<file path="src/rtl/core/pwg_pkg.sv">
package pwg_pkg;

  // Default generics of the generator
  localparam int unsigned LOWEST_TONE_HZ   = 20;
  localparam int unsigned MAX_PERIOD       = 4096;
  localparam int unsigned SINE_TABLE_DEPTH = 256;

  // Field widths
  localparam int unsigned RATE_W   = 16;
  localparam int unsigned FREQ_W   = 15;
  localparam int unsigned SEL_W    = 3;
  localparam int unsigned SAMPLE_W = 8;
  localparam int unsigned PHASE_W  = 16;   // Q0.16 phase fraction

  // Configuration port
  localparam int unsigned CFG_IDX_W  = 2;
  localparam int unsigned CFG_DATA_W = 16;
  localparam logic [CFG_IDX_W-1:0] CFG_SAMPLE_RATE = 2'd0;
  localparam logic [CFG_IDX_W-1:0] CFG_TONE_FREQ   = 2'd1;
  localparam logic [CFG_IDX_W-1:0] CFG_WAVE_SEL    = 2'd2;

  localparam logic [RATE_W-1:0] RESET_SAMPLE_RATE = 16'd24000;
  localparam logic [FREQ_W-1:0] RESET_TONE_FREQ   = 15'd440;

  typedef enum logic [SEL_W-1:0] {
    WAVE_SINE     = 3'd0,
    WAVE_SQUARE   = 3'd1,
    WAVE_TRIANGLE = 3'd2,
    WAVE_SAW      = 3'd3,
    WAVE_SILENCE  = 3'd4
  } wave_sel_e;

  // Shared shift-subtract divider: one quotient bit per step
  localparam int unsigned DIV_STEPS = 16;
  localparam int unsigned DIV_CNT_W = $clog2(DIV_STEPS);

  // Datapath operations issued by the microcode
  typedef enum logic [2:0] {
    OP_NONE,
    OP_START,    // capture transaction, set up rate / tone division
    OP_DIV,      // one divider step
    OP_PERIOD,   // saturate period, fix up phase index
    OP_MUL,      // index times tone
    OP_PHLOAD,   // set up phase division
    OP_SHAPE     // build sample, load output register, advance index
  } dp_op_e;

  typedef struct packed {
    dp_op_e op;
    logic   en;
  } ctrl_t;

  // Quarter-wave entry: 127 * sin(pi/2 * k / depth), six-term Taylor series in Q30.
  // Evaluated at elaboration only.
  function automatic logic [6:0] sine_entry(int unsigned k, int unsigned log2_depth);
    logic [63:0] x;
    logic [63:0] x2;
    logic [63:0] mag;
    logic [63:0] v;
    longint      sum;
    x   = (64'd1686629713 * 64'(k)) >> log2_depth;
    x2  = (x * x) >> 30;
    sum = longint'(x);
    mag = ((x * x2) >> 30) / 64'd6;
    sum = sum - longint'(mag);
    mag = ((mag * x2) >> 30) / 64'd20;
    sum = sum + longint'(mag);
    mag = ((mag * x2) >> 30) / 64'd42;
    sum = sum - longint'(mag);
    mag = ((mag * x2) >> 30) / 64'd72;
    sum = sum + longint'(mag);
    mag = ((mag * x2) >> 30) / 64'd110;
    sum = sum - longint'(mag);
    if (sum < 0) begin
      sum = 0;
    end
    v = (64'(sum) * 64'd127) >> 30;
    if (v > 64'd127) begin
      v = 64'd127;
    end
    return v[6:0];
  endfunction

endpackage

</file>
<file path="src/rtl/core/pwg_req_if.sv">
interface pwg_req_if;
  logic valid;
  logic ready;
  logic restart_phase;

  modport source (output valid, output restart_phase, input ready);
  modport sink (input valid, input restart_phase, output ready);
endinterface

</file>
<file path="src/rtl/core/pwg_rsp_if.sv">
interface pwg_rsp_if;
  logic                             valid;
  logic                             ready;
  logic [pwg_pkg::SAMPLE_W-1:0]     sample_value;
  logic                             period_start;

  modport source (output valid, output sample_value, output period_start, input ready);
  modport sink (input valid, input sample_value, input period_start, output ready);
endinterface

</file>
<file path="src/rtl/core/pwg_seq.sv">
module pwg_seq (
  input  logic           clk_i,
  input  logic           rst_ni,
  input  logic           in_valid_i,
  input  logic           out_full_i,
  input  logic           div_last_i,
  output logic           in_ready_o,
  output pwg_pkg::ctrl_t ctrl_o
);

  typedef enum logic [1:0] {
    C_NONE,
    C_NO_INPUT,
    C_DIV_MORE,
    C_OUT_FULL
  } cond_e;

  typedef struct packed {
    pwg_pkg::dp_op_e op;
    cond_e           cond;
    logic [2:0]      target;
    logic            op_on_jump;
    logic            last;
  } uword_t;

  localparam logic [2:0] S_WAIT = 3'd0;
  localparam logic [2:0] S_DIVP = 3'd1;
  localparam logic [2:0] S_PER  = 3'd2;
  localparam logic [2:0] S_MUL  = 3'd3;
  localparam logic [2:0] S_LDPH = 3'd4;
  localparam logic [2:0] S_DIVF = 3'd5;
  localparam logic [2:0] S_OUT  = 3'd6;

  logic [2:0] step_q, step_d;
  uword_t     word;
  logic       take;

  // Microprogram
  always_comb begin
    unique case (step_q)
      S_WAIT:  word = '{pwg_pkg::OP_START,  C_NO_INPUT, S_WAIT, 1'b0, 1'b0};
      S_DIVP:  word = '{pwg_pkg::OP_DIV,    C_DIV_MORE, S_DIVP, 1'b1, 1'b0};
      S_PER:   word = '{pwg_pkg::OP_PERIOD, C_NONE,     S_WAIT, 1'b0, 1'b0};
      S_MUL:   word = '{pwg_pkg::OP_MUL,    C_NONE,     S_WAIT, 1'b0, 1'b0};
      S_LDPH:  word = '{pwg_pkg::OP_PHLOAD, C_NONE,     S_WAIT, 1'b0, 1'b0};
      S_DIVF:  word = '{pwg_pkg::OP_DIV,    C_DIV_MORE, S_DIVF, 1'b1, 1'b0};
      S_OUT:   word = '{pwg_pkg::OP_SHAPE,  C_OUT_FULL, S_OUT,  1'b0, 1'b1};
      default: word = '{pwg_pkg::OP_NONE,   C_NONE,     S_WAIT, 1'b0, 1'b1};
    endcase
  end

  always_comb begin
    unique case (word.cond)
      C_NONE:     take = 1'b0;
      C_NO_INPUT: take = !in_valid_i;
      C_DIV_MORE: take = !div_last_i;
      C_OUT_FULL: take = out_full_i;
      default:    take = 1'b0;
    endcase
    if (take) begin
      step_d = word.target;
    end else if (word.last) begin
      step_d = S_WAIT;
    end else begin
      step_d = step_q + 3'd1;
    end
  end

  assign in_ready_o = (word.cond == C_NO_INPUT);
  assign ctrl_o.op  = word.op;
  assign ctrl_o.en  = !take || word.op_on_jump;

  always_ff @(posedge clk_i or negedge rst_ni) begin
    if (!rst_ni) begin
      step_q <= S_WAIT;
    end else begin
      step_q <= step_d;
    end
  end

endmodule

</file>
<file path="src/rtl/core/pwg_wave.sv">
module pwg_wave #(
  parameter int unsigned SINE_TABLE_DEPTH = pwg_pkg::SINE_TABLE_DEPTH
) (
  input  logic [pwg_pkg::SEL_W-1:0]    wave_sel_i,
  input  logic [pwg_pkg::PHASE_W-1:0]  phase_i,
  output logic [pwg_pkg::SAMPLE_W-1:0] sample_o
);

  localparam int unsigned LD = $clog2(SINE_TABLE_DEPTH);

  logic [6:0]    rom [SINE_TABLE_DEPTH];
  logic [LD+1:0] pos;
  logic [1:0]    quad;
  logic [LD-1:0] off;
  logic [LD-1:0] addr;
  logic [6:0]    amp;
  logic [23:0]   trng_p;
  logic [24:0]   trng_c;
  logic [22:0]   saw_p;
  logic [9:0]    y;

  for (genvar k = 0; k < SINE_TABLE_DEPTH; k++) begin : g_rom
    localparam logic [6:0] ENT = pwg_pkg::sine_entry(k, LD);
    assign rom[k] = ENT;
  end

  // Quadrant and offset into the quarter wave
  assign pos  = phase_i[pwg_pkg::PHASE_W-1 -: LD+2];
  assign quad = pos[LD+1:LD];
  assign off  = pos[LD-1:0];
  // Odd quadrants run the table backwards; the top of the quarter is full scale
  assign addr = quad[0] ? (LD)'(-off) : off;
  assign amp  = (quad[0] && off == '0) ? 7'd127 : rom[addr];

  assign trng_p = 24'd254 * 24'(phase_i);
  assign trng_c = {1'b0, trng_p} + 25'd65535;
  assign saw_p  = 23'd127 * 23'(phase_i);

  always_comb begin
    case (wave_sel_i)
      pwg_pkg::WAVE_SINE: begin
        y = quad[1] ? 10'd128 - 10'(amp) : 10'd128 + 10'(amp);
      end
      pwg_pkg::WAVE_SQUARE: begin
        y = phase_i[pwg_pkg::PHASE_W-1] ? 10'd0 : 10'd255;
      end
      pwg_pkg::WAVE_TRIANGLE: begin
        if (!phase_i[pwg_pkg::PHASE_W-1]) begin
          y = 10'd128 + 10'(trng_p[23:16]);
        end else begin
          y = 10'd382 - 10'(trng_c[24:16]);
        end
      end
      pwg_pkg::WAVE_SAW: begin
        y = 10'd128 + 10'(saw_p[22:16]);
      end
      default: begin
        y = 10'd128;
      end
    endcase
  end

  assign sample_o = (y > 10'd255) ? 8'd255 : y[7:0];

endmodule

</file>
<file path="src/rtl/core/pwg_dp.sv">
module pwg_dp #(
  parameter int unsigned LOWEST_TONE_HZ   = pwg_pkg::LOWEST_TONE_HZ,
  parameter int unsigned MAX_PERIOD       = pwg_pkg::MAX_PERIOD,
  parameter int unsigned SINE_TABLE_DEPTH = pwg_pkg::SINE_TABLE_DEPTH
) (
  input  logic                          clk_i,
  input  logic                          rst_ni,
  input  pwg_pkg::ctrl_t                ctrl_i,
  input  logic [pwg_pkg::RATE_W-1:0]    sample_rate_i,
  input  logic [pwg_pkg::FREQ_W-1:0]    tone_freq_i,
  input  logic [pwg_pkg::SEL_W-1:0]     wave_sel_i,
  input  logic                          restart_phase_i,
  input  logic                          out_ready_i,
  output logic                          out_valid_o,
  output logic [pwg_pkg::SAMPLE_W-1:0]  sample_value_o,
  output logic                          period_start_o,
  output logic                          div_last_o
);

  localparam int unsigned IDX_W  = $clog2(MAX_PERIOD);
  localparam int unsigned PER_W  = $clog2(MAX_PERIOD + 1);
  localparam int unsigned PROD_W = IDX_W + pwg_pkg::FREQ_W;
  localparam int unsigned DW     = pwg_pkg::RATE_W;

  logic [IDX_W-1:0]                 idx_q;
  logic [PER_W-1:0]                 period_q;
  logic [PROD_W-1:0]                prod_q;
  logic [DW-1:0]                    rem_q, dq_q, dvs_q;
  logic [pwg_pkg::DIV_CNT_W-1:0]    cnt_q;
  logic                             restart_q;
  logic                             zero_q, ovf_q;
  logic                             out_valid_q;
  logic [pwg_pkg::SAMPLE_W-1:0]     sample_q;
  logic                             start_q;

  logic [pwg_pkg::FREQ_W-1:0]       fc;
  logic [DW:0]                      rem_sh;
  logic                             ge;
  logic [DW:0]                      rem_nx;
  logic [PER_W-1:0]                 period_d;
  logic [PER_W-1:0]                 idx_ext;
  logic [PER_W-1:0]                 idx_inc;
  logic [pwg_pkg::PHASE_W-1:0]      phase;
  logic [pwg_pkg::SAMPLE_W-1:0]     sample;

  assign fc = (tone_freq_i < pwg_pkg::FREQ_W'(LOWEST_TONE_HZ)) ?
              pwg_pkg::FREQ_W'(LOWEST_TONE_HZ) : tone_freq_i;

  // Restoring divider step: remainder and dividend/quotient shift together
  assign rem_sh = {rem_q, dq_q[DW-1]};
  assign ge     = rem_sh >= {1'b0, dvs_q};
  assign rem_nx = ge ? rem_sh - {1'b0, dvs_q} : rem_sh;

  assign div_last_o = (cnt_q == pwg_pkg::DIV_CNT_W'(pwg_pkg::DIV_STEPS - 1));

  // Period saturates to 1..MAX_PERIOD
  always_comb begin
    if (dq_q == '0) begin
      period_d = PER_W'(1);
    end else if ({1'b0, dq_q} > (DW + 1)'(MAX_PERIOD)) begin
      period_d = PER_W'(MAX_PERIOD);
    end else begin
      period_d = PER_W'(dq_q);
    end
  end

  assign idx_ext = PER_W'(idx_q);
  assign idx_inc = idx_ext + PER_W'(1);
  assign phase   = zero_q ? '0 : (ovf_q ? '1 : dq_q);

  pwg_wave #(
    .SINE_TABLE_DEPTH(SINE_TABLE_DEPTH)
  ) u_wave (
    .wave_sel_i(wave_sel_i),
    .phase_i   (phase),
    .sample_o  (sample)
  );

  always_ff @(posedge clk_i or negedge rst_ni) begin
    if (!rst_ni) begin
      idx_q       <= '0;
      cnt_q       <= '0;
      out_valid_q <= 1'b0;
    end else begin
      if (out_ready_i) begin
        out_valid_q <= 1'b0;
      end
      if (ctrl_i.en) begin
        case (ctrl_i.op)
          pwg_pkg::OP_START: begin
            cnt_q <= '0;
          end
          pwg_pkg::OP_DIV: begin
            cnt_q <= cnt_q + 1'b1;
          end
          pwg_pkg::OP_PERIOD: begin
            if (restart_q || idx_ext >= period_d) begin
              idx_q <= '0;
            end
          end
          pwg_pkg::OP_PHLOAD: begin
            cnt_q <= '0;
          end
          pwg_pkg::OP_SHAPE: begin
            out_valid_q <= 1'b1;
            idx_q       <= (idx_inc >= period_q) ? '0 : idx_inc[IDX_W-1:0];
          end
          default: begin
          end
        endcase
      end
    end
  end

  // Payload registers
  always_ff @(posedge clk_i) begin
    if (ctrl_i.en) begin
      case (ctrl_i.op)
        pwg_pkg::OP_START: begin
          restart_q <= restart_phase_i;
          rem_q     <= '0;
          dq_q      <= sample_rate_i;
          dvs_q     <= DW'(fc);
        end
        pwg_pkg::OP_DIV: begin
          rem_q <= rem_nx[DW-1:0];
          dq_q  <= {dq_q[DW-2:0], ge};
        end
        pwg_pkg::OP_PERIOD: begin
          period_q <= period_d;
        end
        pwg_pkg::OP_MUL: begin
          prod_q <= PROD_W'(idx_q) * PROD_W'(fc);
        end
        pwg_pkg::OP_PHLOAD: begin
          rem_q  <= prod_q[DW-1:0];
          dq_q   <= '0;
          dvs_q  <= sample_rate_i;
          zero_q <= (sample_rate_i == '0);
          ovf_q  <= (prod_q >= PROD_W'(sample_rate_i));
        end
        pwg_pkg::OP_SHAPE: begin
          sample_q <= sample;
          start_q  <= (idx_q == '0);
        end
        default: begin
        end
      endcase
    end
  end

  assign out_valid_o    = out_valid_q;
  assign sample_value_o = sample_q;
  assign period_start_o = start_q;

endmodule

</file>
<file path="src/rtl/core/periodic_waveform_generator.sv">
// The next request is taken only after the previous sample has been built, and the shared
// shift-subtract divider, used for both divisions of a request, runs 16 steps for the
//   period and 16 steps for the phase fraction.
// A finished sample waits in the output register while the next request is taken.
// Reset (rst_ni low, asynchronous): sample rate 24000, tone 440, silence selected,
//   phase index zero, sequencer back at its wait step, no result pending.
module periodic_waveform_generator #(
  parameter int unsigned LOWEST_TONE_HZ   = pwg_pkg::LOWEST_TONE_HZ,
  parameter int unsigned MAX_PERIOD       = pwg_pkg::MAX_PERIOD,
  parameter int unsigned SINE_TABLE_DEPTH = pwg_pkg::SINE_TABLE_DEPTH
) (
  input  logic                               clk_i,
  input  logic                               rst_ni,
  input  logic                               cfg_we_i,
  input  logic [pwg_pkg::CFG_IDX_W-1:0]      cfg_idx_i,
  input  logic [pwg_pkg::CFG_DATA_W-1:0]     cfg_data_i,
  pwg_req_if.sink                            req_if,
  pwg_rsp_if.source                          rsp_if
);

  logic [pwg_pkg::RATE_W-1:0] sample_rate_q;
  logic [pwg_pkg::FREQ_W-1:0] tone_freq_q;
  logic [pwg_pkg::SEL_W-1:0]  wave_sel_q;

  pwg_pkg::ctrl_t ctrl;
  logic           div_last;
  logic           out_valid;
  logic           in_ready;

  // Configuration registers; writes to unused indexes drop silently,
  // and each value is cut to its register width.
  always_ff @(posedge clk_i or negedge rst_ni) begin
    if (!rst_ni) begin
      sample_rate_q <= pwg_pkg::RESET_SAMPLE_RATE;
      tone_freq_q   <= pwg_pkg::RESET_TONE_FREQ;
      wave_sel_q    <= pwg_pkg::WAVE_SILENCE;
    end else if (cfg_we_i) begin
      case (cfg_idx_i)
        pwg_pkg::CFG_SAMPLE_RATE: sample_rate_q <= cfg_data_i[pwg_pkg::RATE_W-1:0];
        pwg_pkg::CFG_TONE_FREQ:   tone_freq_q   <= cfg_data_i[pwg_pkg::FREQ_W-1:0];
        pwg_pkg::CFG_WAVE_SEL:    wave_sel_q    <= cfg_data_i[pwg_pkg::SEL_W-1:0];
        default: begin
        end
      endcase
    end
  end

  // Microcoded control: the step word picks a datapath operation, and the
  // sequencer holds on a step while it waits for a request, for the divider
  // to finish, or for the output register to drain.
  pwg_seq u_seq (
    .clk_i     (clk_i),
    .rst_ni    (rst_ni),
    .in_valid_i(req_if.valid),
    .out_full_i(out_valid && !rsp_if.ready),
    .div_last_i(div_last),
    .in_ready_o(in_ready),
    .ctrl_o    (ctrl)
  );

  // Datapath: divider, index multiply, phase index, waveform shaper, output register
  pwg_dp #(
    .LOWEST_TONE_HZ  (LOWEST_TONE_HZ),
    .MAX_PERIOD      (MAX_PERIOD),
    .SINE_TABLE_DEPTH(SINE_TABLE_DEPTH)
  ) u_dp (
    .clk_i          (clk_i),
    .rst_ni         (rst_ni),
    .ctrl_i         (ctrl),
    .sample_rate_i  (sample_rate_q),
    .tone_freq_i    (tone_freq_q),
    .wave_sel_i     (wave_sel_q),
    .restart_phase_i(req_if.restart_phase),
    .out_ready_i    (rsp_if.ready),
    .out_valid_o    (out_valid),
    .sample_value_o (rsp_if.sample_value),
    .period_start_o (rsp_if.period_start),
    .div_last_o     (div_last)
  );

  assign req_if.ready = in_ready;
  assign rsp_if.valid = out_valid;

endmodule
</file>
<file path="src/flat_wrapper.sv">
// flat-port wrapper written by rule: the top's interface ports become plain ports
module periodic_waveform_generator_flat 
#(
  parameter int unsigned LOWEST_TONE_HZ   = pwg_pkg::LOWEST_TONE_HZ,
  parameter int unsigned MAX_PERIOD       = pwg_pkg::MAX_PERIOD,
  parameter int unsigned SINE_TABLE_DEPTH = pwg_pkg::SINE_TABLE_DEPTH
)
  (clk_i, rst_ni, cfg_we_i, cfg_idx_i, cfg_data_i, req_if_valid, req_if_restart_phase, req_if_ready, rsp_if_valid, rsp_if_sample_value, rsp_if_period_start, rsp_if_ready);
  pwg_req_if req_if_i ();
  pwg_rsp_if rsp_if_i ();
  input  logic clk_i;
  input  logic rst_ni;
  input  logic cfg_we_i;
  input  logic [pwg_pkg::CFG_IDX_W-1:0] cfg_idx_i;
  input  logic [pwg_pkg::CFG_DATA_W-1:0] cfg_data_i;
  input wire logic [$bits(req_if_i.valid)-1:0] req_if_valid;
  input wire logic [$bits(req_if_i.restart_phase)-1:0] req_if_restart_phase;
  output wire logic [$bits(req_if_i.ready)-1:0] req_if_ready;
  output wire logic [$bits(rsp_if_i.valid)-1:0] rsp_if_valid;
  output wire logic [$bits(rsp_if_i.sample_value)-1:0] rsp_if_sample_value;
  output wire logic [$bits(rsp_if_i.period_start)-1:0] rsp_if_period_start;
  input wire logic [$bits(rsp_if_i.ready)-1:0] rsp_if_ready;
  assign req_if_i.valid = req_if_valid;
  assign req_if_i.restart_phase = req_if_restart_phase;
  assign req_if_ready = req_if_i.ready;
  assign rsp_if_valid = rsp_if_i.valid;
  assign rsp_if_sample_value = rsp_if_i.sample_value;
  assign rsp_if_period_start = rsp_if_i.period_start;
  assign rsp_if_i.ready = rsp_if_ready;
  periodic_waveform_generator #(.LOWEST_TONE_HZ(LOWEST_TONE_HZ), .MAX_PERIOD(MAX_PERIOD), .SINE_TABLE_DEPTH(SINE_TABLE_DEPTH)) u_core (.clk_i(clk_i), .rst_ni(rst_ni), .cfg_we_i(cfg_we_i), .cfg_idx_i(cfg_idx_i), .cfg_data_i(cfg_data_i), .req_if(req_if_i), .rsp_if(rsp_if_i));
endmodule
</file>
<file path="config.mk">
export PLATFORM = sky130hd
export DESIGN_NAME = periodic_waveform_generator_flat
export DESIGN_NICKNAME = d
export VERILOG_FILES = /design/src/rtl/core/pwg_pkg.sv /design/src/rtl/core/pwg_req_if.sv /design/src/rtl/core/pwg_rsp_if.sv /design/src/rtl/core/pwg_seq.sv /design/src/rtl/core/pwg_wave.sv /design/src/rtl/core/pwg_dp.sv /design/src/rtl/core/periodic_waveform_generator.sv /design/src/flat_wrapper.sv
export SDC_FILE = /design/constraint.sdc
export NUM_CORES = 1
export LEC_CHECK = 0
export BUFFER_PORTS_ARGS = -buffer_cell sky130_fd_sc_hd__buf_2
export CORE_ASPECT_RATIO = 1.1
export CORE_UTILIZATION = 45
export CTS_CLUSTER_SIZE = 30
export DETAILED_ROUTE_END_ITERATION = 16
export GPL_TIMING_DRIVEN = 1
export PLACE_DENSITY = 0.72
export SETUP_SLACK_MARGIN = 0.5
export SLEW_MARGIN = 20
export SYNTH_ARGS = -nofsm -noshare
export SYNTH_HDL_FRONTEND = slang
export SYNTH_SLANG_ARGS = --single-unit
</file>
<file path="constraint.sdc">
create_clock -name clk_i -period 10.4 [get_ports clk_i]
set_input_delay 0.52 -clock clk_i [delete_from_list [all_inputs] [get_ports clk_i]]
set_output_delay 0.52 -clock clk_i [all_outputs]
set_load 0.01 [all_outputs]
</file>
==> flow_summary.yaml <==
clocking:
  clk_path_buf_depth: 2
  clock_sinks: 154
  clockRootBuffer: "clkbuf_16"
  postCtsSetupBuffers: 0
  worstSkewPairLatency_ps: 450
  post_cts_resized: 0
  tritoncts: "done"
  htree_levels: 4
  cts_hold_buf: 0
  clkTransAtPathRegs_ps: 70
  cts_inserted_buffers: 17
layout:
  nNetsFinal: 2561
  area_growth_pct: 6.478
  multi_input_area_mm2: 0.01351
  n_antenna_cell: 0
  fillers: 3978
  regArea_mm2: 0.004370
  fin_util_pct: 48.82
  drive_above_1_share_pct: 8.544
  finalInstanceArea_mm2: 0.02075
routing:
  drcViolationCount: 0
  wl_per_cell_um: 18.23
  ant_nets: 0
  drt-initial-drc-count: 1393
  dr.pass1.iters: 5
  totalWireLength_mm: 50.03
  vias_per_cell: 5.741
  vias: 15750
critical_path:
  cp-start-kind: "register"
  cp-end-kind: "register"
  path_class: "reg -> reg"
  slowest_delay_ps: 860
  rrSetupSlack_ps: 2310
  crit_fanout: 29
  worst_path_max_delay_cell: "edfxtp_1"
  crit_arrival_ps: 8250
  required_ps: 10560
  crit_chain: "nor2_1 > nor2_1 > inv_1 > fa_1 > inv_1 > fa_1 > inv_1 > fa_1 > fa_1 > inv_1 > ha_1 > and4_1 > and2_1 > o21ai_1 > nand3b_1 > mux2i_1 > a2111oi_4 > nand2_2 > or3_4 > a2111oi_2 > nor4b_2 > nor3_4 > o2111ai_1"
global_route:
  grt_first_pass_wirelength_mm: 83.51
  grt_util_all_layers_pct: 23.51
  grt.overflow.total: 0
  antenna_found_initial: 0
  grt_pass1_vias: 15990
  grt_max_degree: 55
sta:
  finalSetupViolCount: 0
  fmax_ghz: 0.1236
  hold_viol_final: 0
  slew_violations: 0
  skew_ps: 8.424
  final.min_clock_period_ps: 8091
  period_share_pct: 77.80
  grt_setup_unrepaired: "no"
  max_slew.worst_pin.slew_ps: 1066
  slew_headroom_pct: 28.92
  finalSetupTns_ps: 0
logic_synthesis:
  synth_flop_cell: "edfxtp_1"
  synth-seq-cells: 154
  synth-edff-count: 100
  synth_area_mm2: 0.01949
  syn_inst: 2190
  synth_warnings: 0
  synth_fp_nets: 2587
  async_flop_share_pct: 35.06
  syn_avg_cell_area_um2: 8.899
  synth-seq-area-share_pct: 22.43
  synth_cell_types: 90
placement:
  gp_congestion: 0.9417
  portBuffers: 34
  dp.final_hpwl_mm: 38.71
  placedInstanceArea_mm2: 0.02016
die:
  start_util_pct: 45.85
  die_h_um: 220.3
  num_rows: 79
  pin_count: 35
  dieArea_mm2: 0.04415
  coreArea_mm2: 0.04250
  chipWidth_um: 200.4
status:
  status: "finished, final reports clean"
worst_hold_path:
  hold_class: "in -> async"
flow_run:
  cap_violations: 0
-- through the flow --
stage / std cells / setup slack, ps / hold slack, ps
global route: 2744 / 1728 / 238.4
global placement: 2712 / 2587 / 526.3
detailed placement: 2712 / 2367 / 540.1
CTS: 2744 / 2322 / 227.1
floorplan: 2190 / 3230 / 224.4
finish: 2744 / 2309 / 223.3
-- cell type report --
type                            count  share of cell area [%]
Multi-Input combinational cell   1606                   65.08
Timing Repair Buffer               58                   1.688
Clock inverter                     13                  0.6994
Inverter                          327                   5.915
Sequential cell                   154                   21.06
Tap cell                          567                   3.419
Clock buffer                       19                   2.134
-- kinds of logic after synthesis --
logic type,after synthesis,share of synthesized area (%)
multiplexers,49,2.729
AO/OA/AOI/OAI,407,14.22
buffers and inverters,430,8.378
flip-flops,154,22.43
XOR/XNOR,79,3.550
adder cells (fa/ha/maj),375,30.98
AND/OR/NAND/NOR,696,17.71
-- worst max-delay path: cells and delay by family (launching register included) --
kind | cells | cell delay (ps)
fa+ha+maj | 5 | 2420
mux | 1 | 210
compound gates | 4 | 1520
buf+inv | 4 | 500
simple gates | 9 | 2270
flops | 1 | 860
-- layer usage --
| metal | vias up | track usage (%) | part of all wire, % |
|---|---|---|---|
| li1 | 7355 | - | - |
| met1 | 7748 | 29.75 | 42 |
| met2 | 537 | 40.84 | 49 |
| met3 | 114 | 3.446 | 5.8 |
| met4 | 0 | 8.830 | 3.3 |
| met5 | - | 0 | 0 |
-- state kept, by name, summed over array words and instances, names as in the netlist --
register / cells
u_core.u_dp.prod_q: 27
u_core.sample_rate_q: 16
u_core.u_dp.dq_q: 16
u_core.u_dp.dvs_q: 16
u_core.u_dp.rem_q: 16
u_core.tone_freq_q: 15
u_core.u_dp.period_q: 13
u_core.u_dp.idx_q: 12
u_core.u_dp.sample_value_o: 8
u_core.u_dp.cnt_q: 4
u_core.u_seq.step_q: 3
u_core.wave_sel_q: 3
u_core.u_dp.out_valid_o: 1
u_core.u_dp.ovf_q: 1
u_core.u_dp.period_start_o: 1
u_core.u_dp.restart_q: 1
u_core.u_dp.zero_q: 1
-- final timing paths --
path                                           from                             to  depth (start not counted)
hold reg to reg            u_core.sample_rate_q[12]       u_core.sample_rate_q[12]                          2
setup reg to reg                  u_core.u_dp.ovf_q  u_core.u_dp.sample_value_o[0]                         23
hold / removal                               rst_ni         u_core.u_seq.step_q[2]                          2
setup / recovery                  u_core.u_dp.ovf_q  u_core.u_dp.sample_value_o[0]                         23
max in group asynchronous                    rst_ni        u_core.sample_rate_q[5]                          2
min in group clk_i             req_if_restart_phase          u_core.u_dp.restart_q                          1
-- Yosys cell counts (15+ instances only) --
cell type	count	area [um2]
inv_1	325	1220
nand2_1	249	934.7
ha_1	193	2415
fa_1	180	3603
nor2_1	122	457.9
o21ai_0	110	550.5
edfxtp_1	100	3003
clkbuf_1	82	307.8
a21oi_1	72	360.4
and2_1	62	387.9
xnor2_1	53	464.2
dfrtp_1	41	1026
nor3_1	41	205.2
nand3_1	35	175.2
mux2_2	33	371.6
and3_1	32	200.2
a211oi_1	29	217.7
xor2_1	26	227.7
nand2b_1	24	150.1
nor4_1	24	150.1
a21o_1	23	172.7
or2_2	21	131.4
nand4_1	19	118.9
a31oi_1	17	106.4
a22o_1	16	140.1
mux2i_1	16	160.2
o211ai_1	15	112.6
-- cells in the final DEF, fill, tap and decap left out, types with 40 or more instances in the layout --
master,count
xnor2_1,53
fa_1,180
nor2_1,120
a21oi_1,72
edfxtp_1,100
nor3_1,40
and2_1,62
o21ai_0,110
inv_1,325
ha_1,193
nand2_1,249
dfrtp_1,41
Power is not shown: default switching activity piles up to over one toggle a cycle in this logic, so the estimate is an artifact.
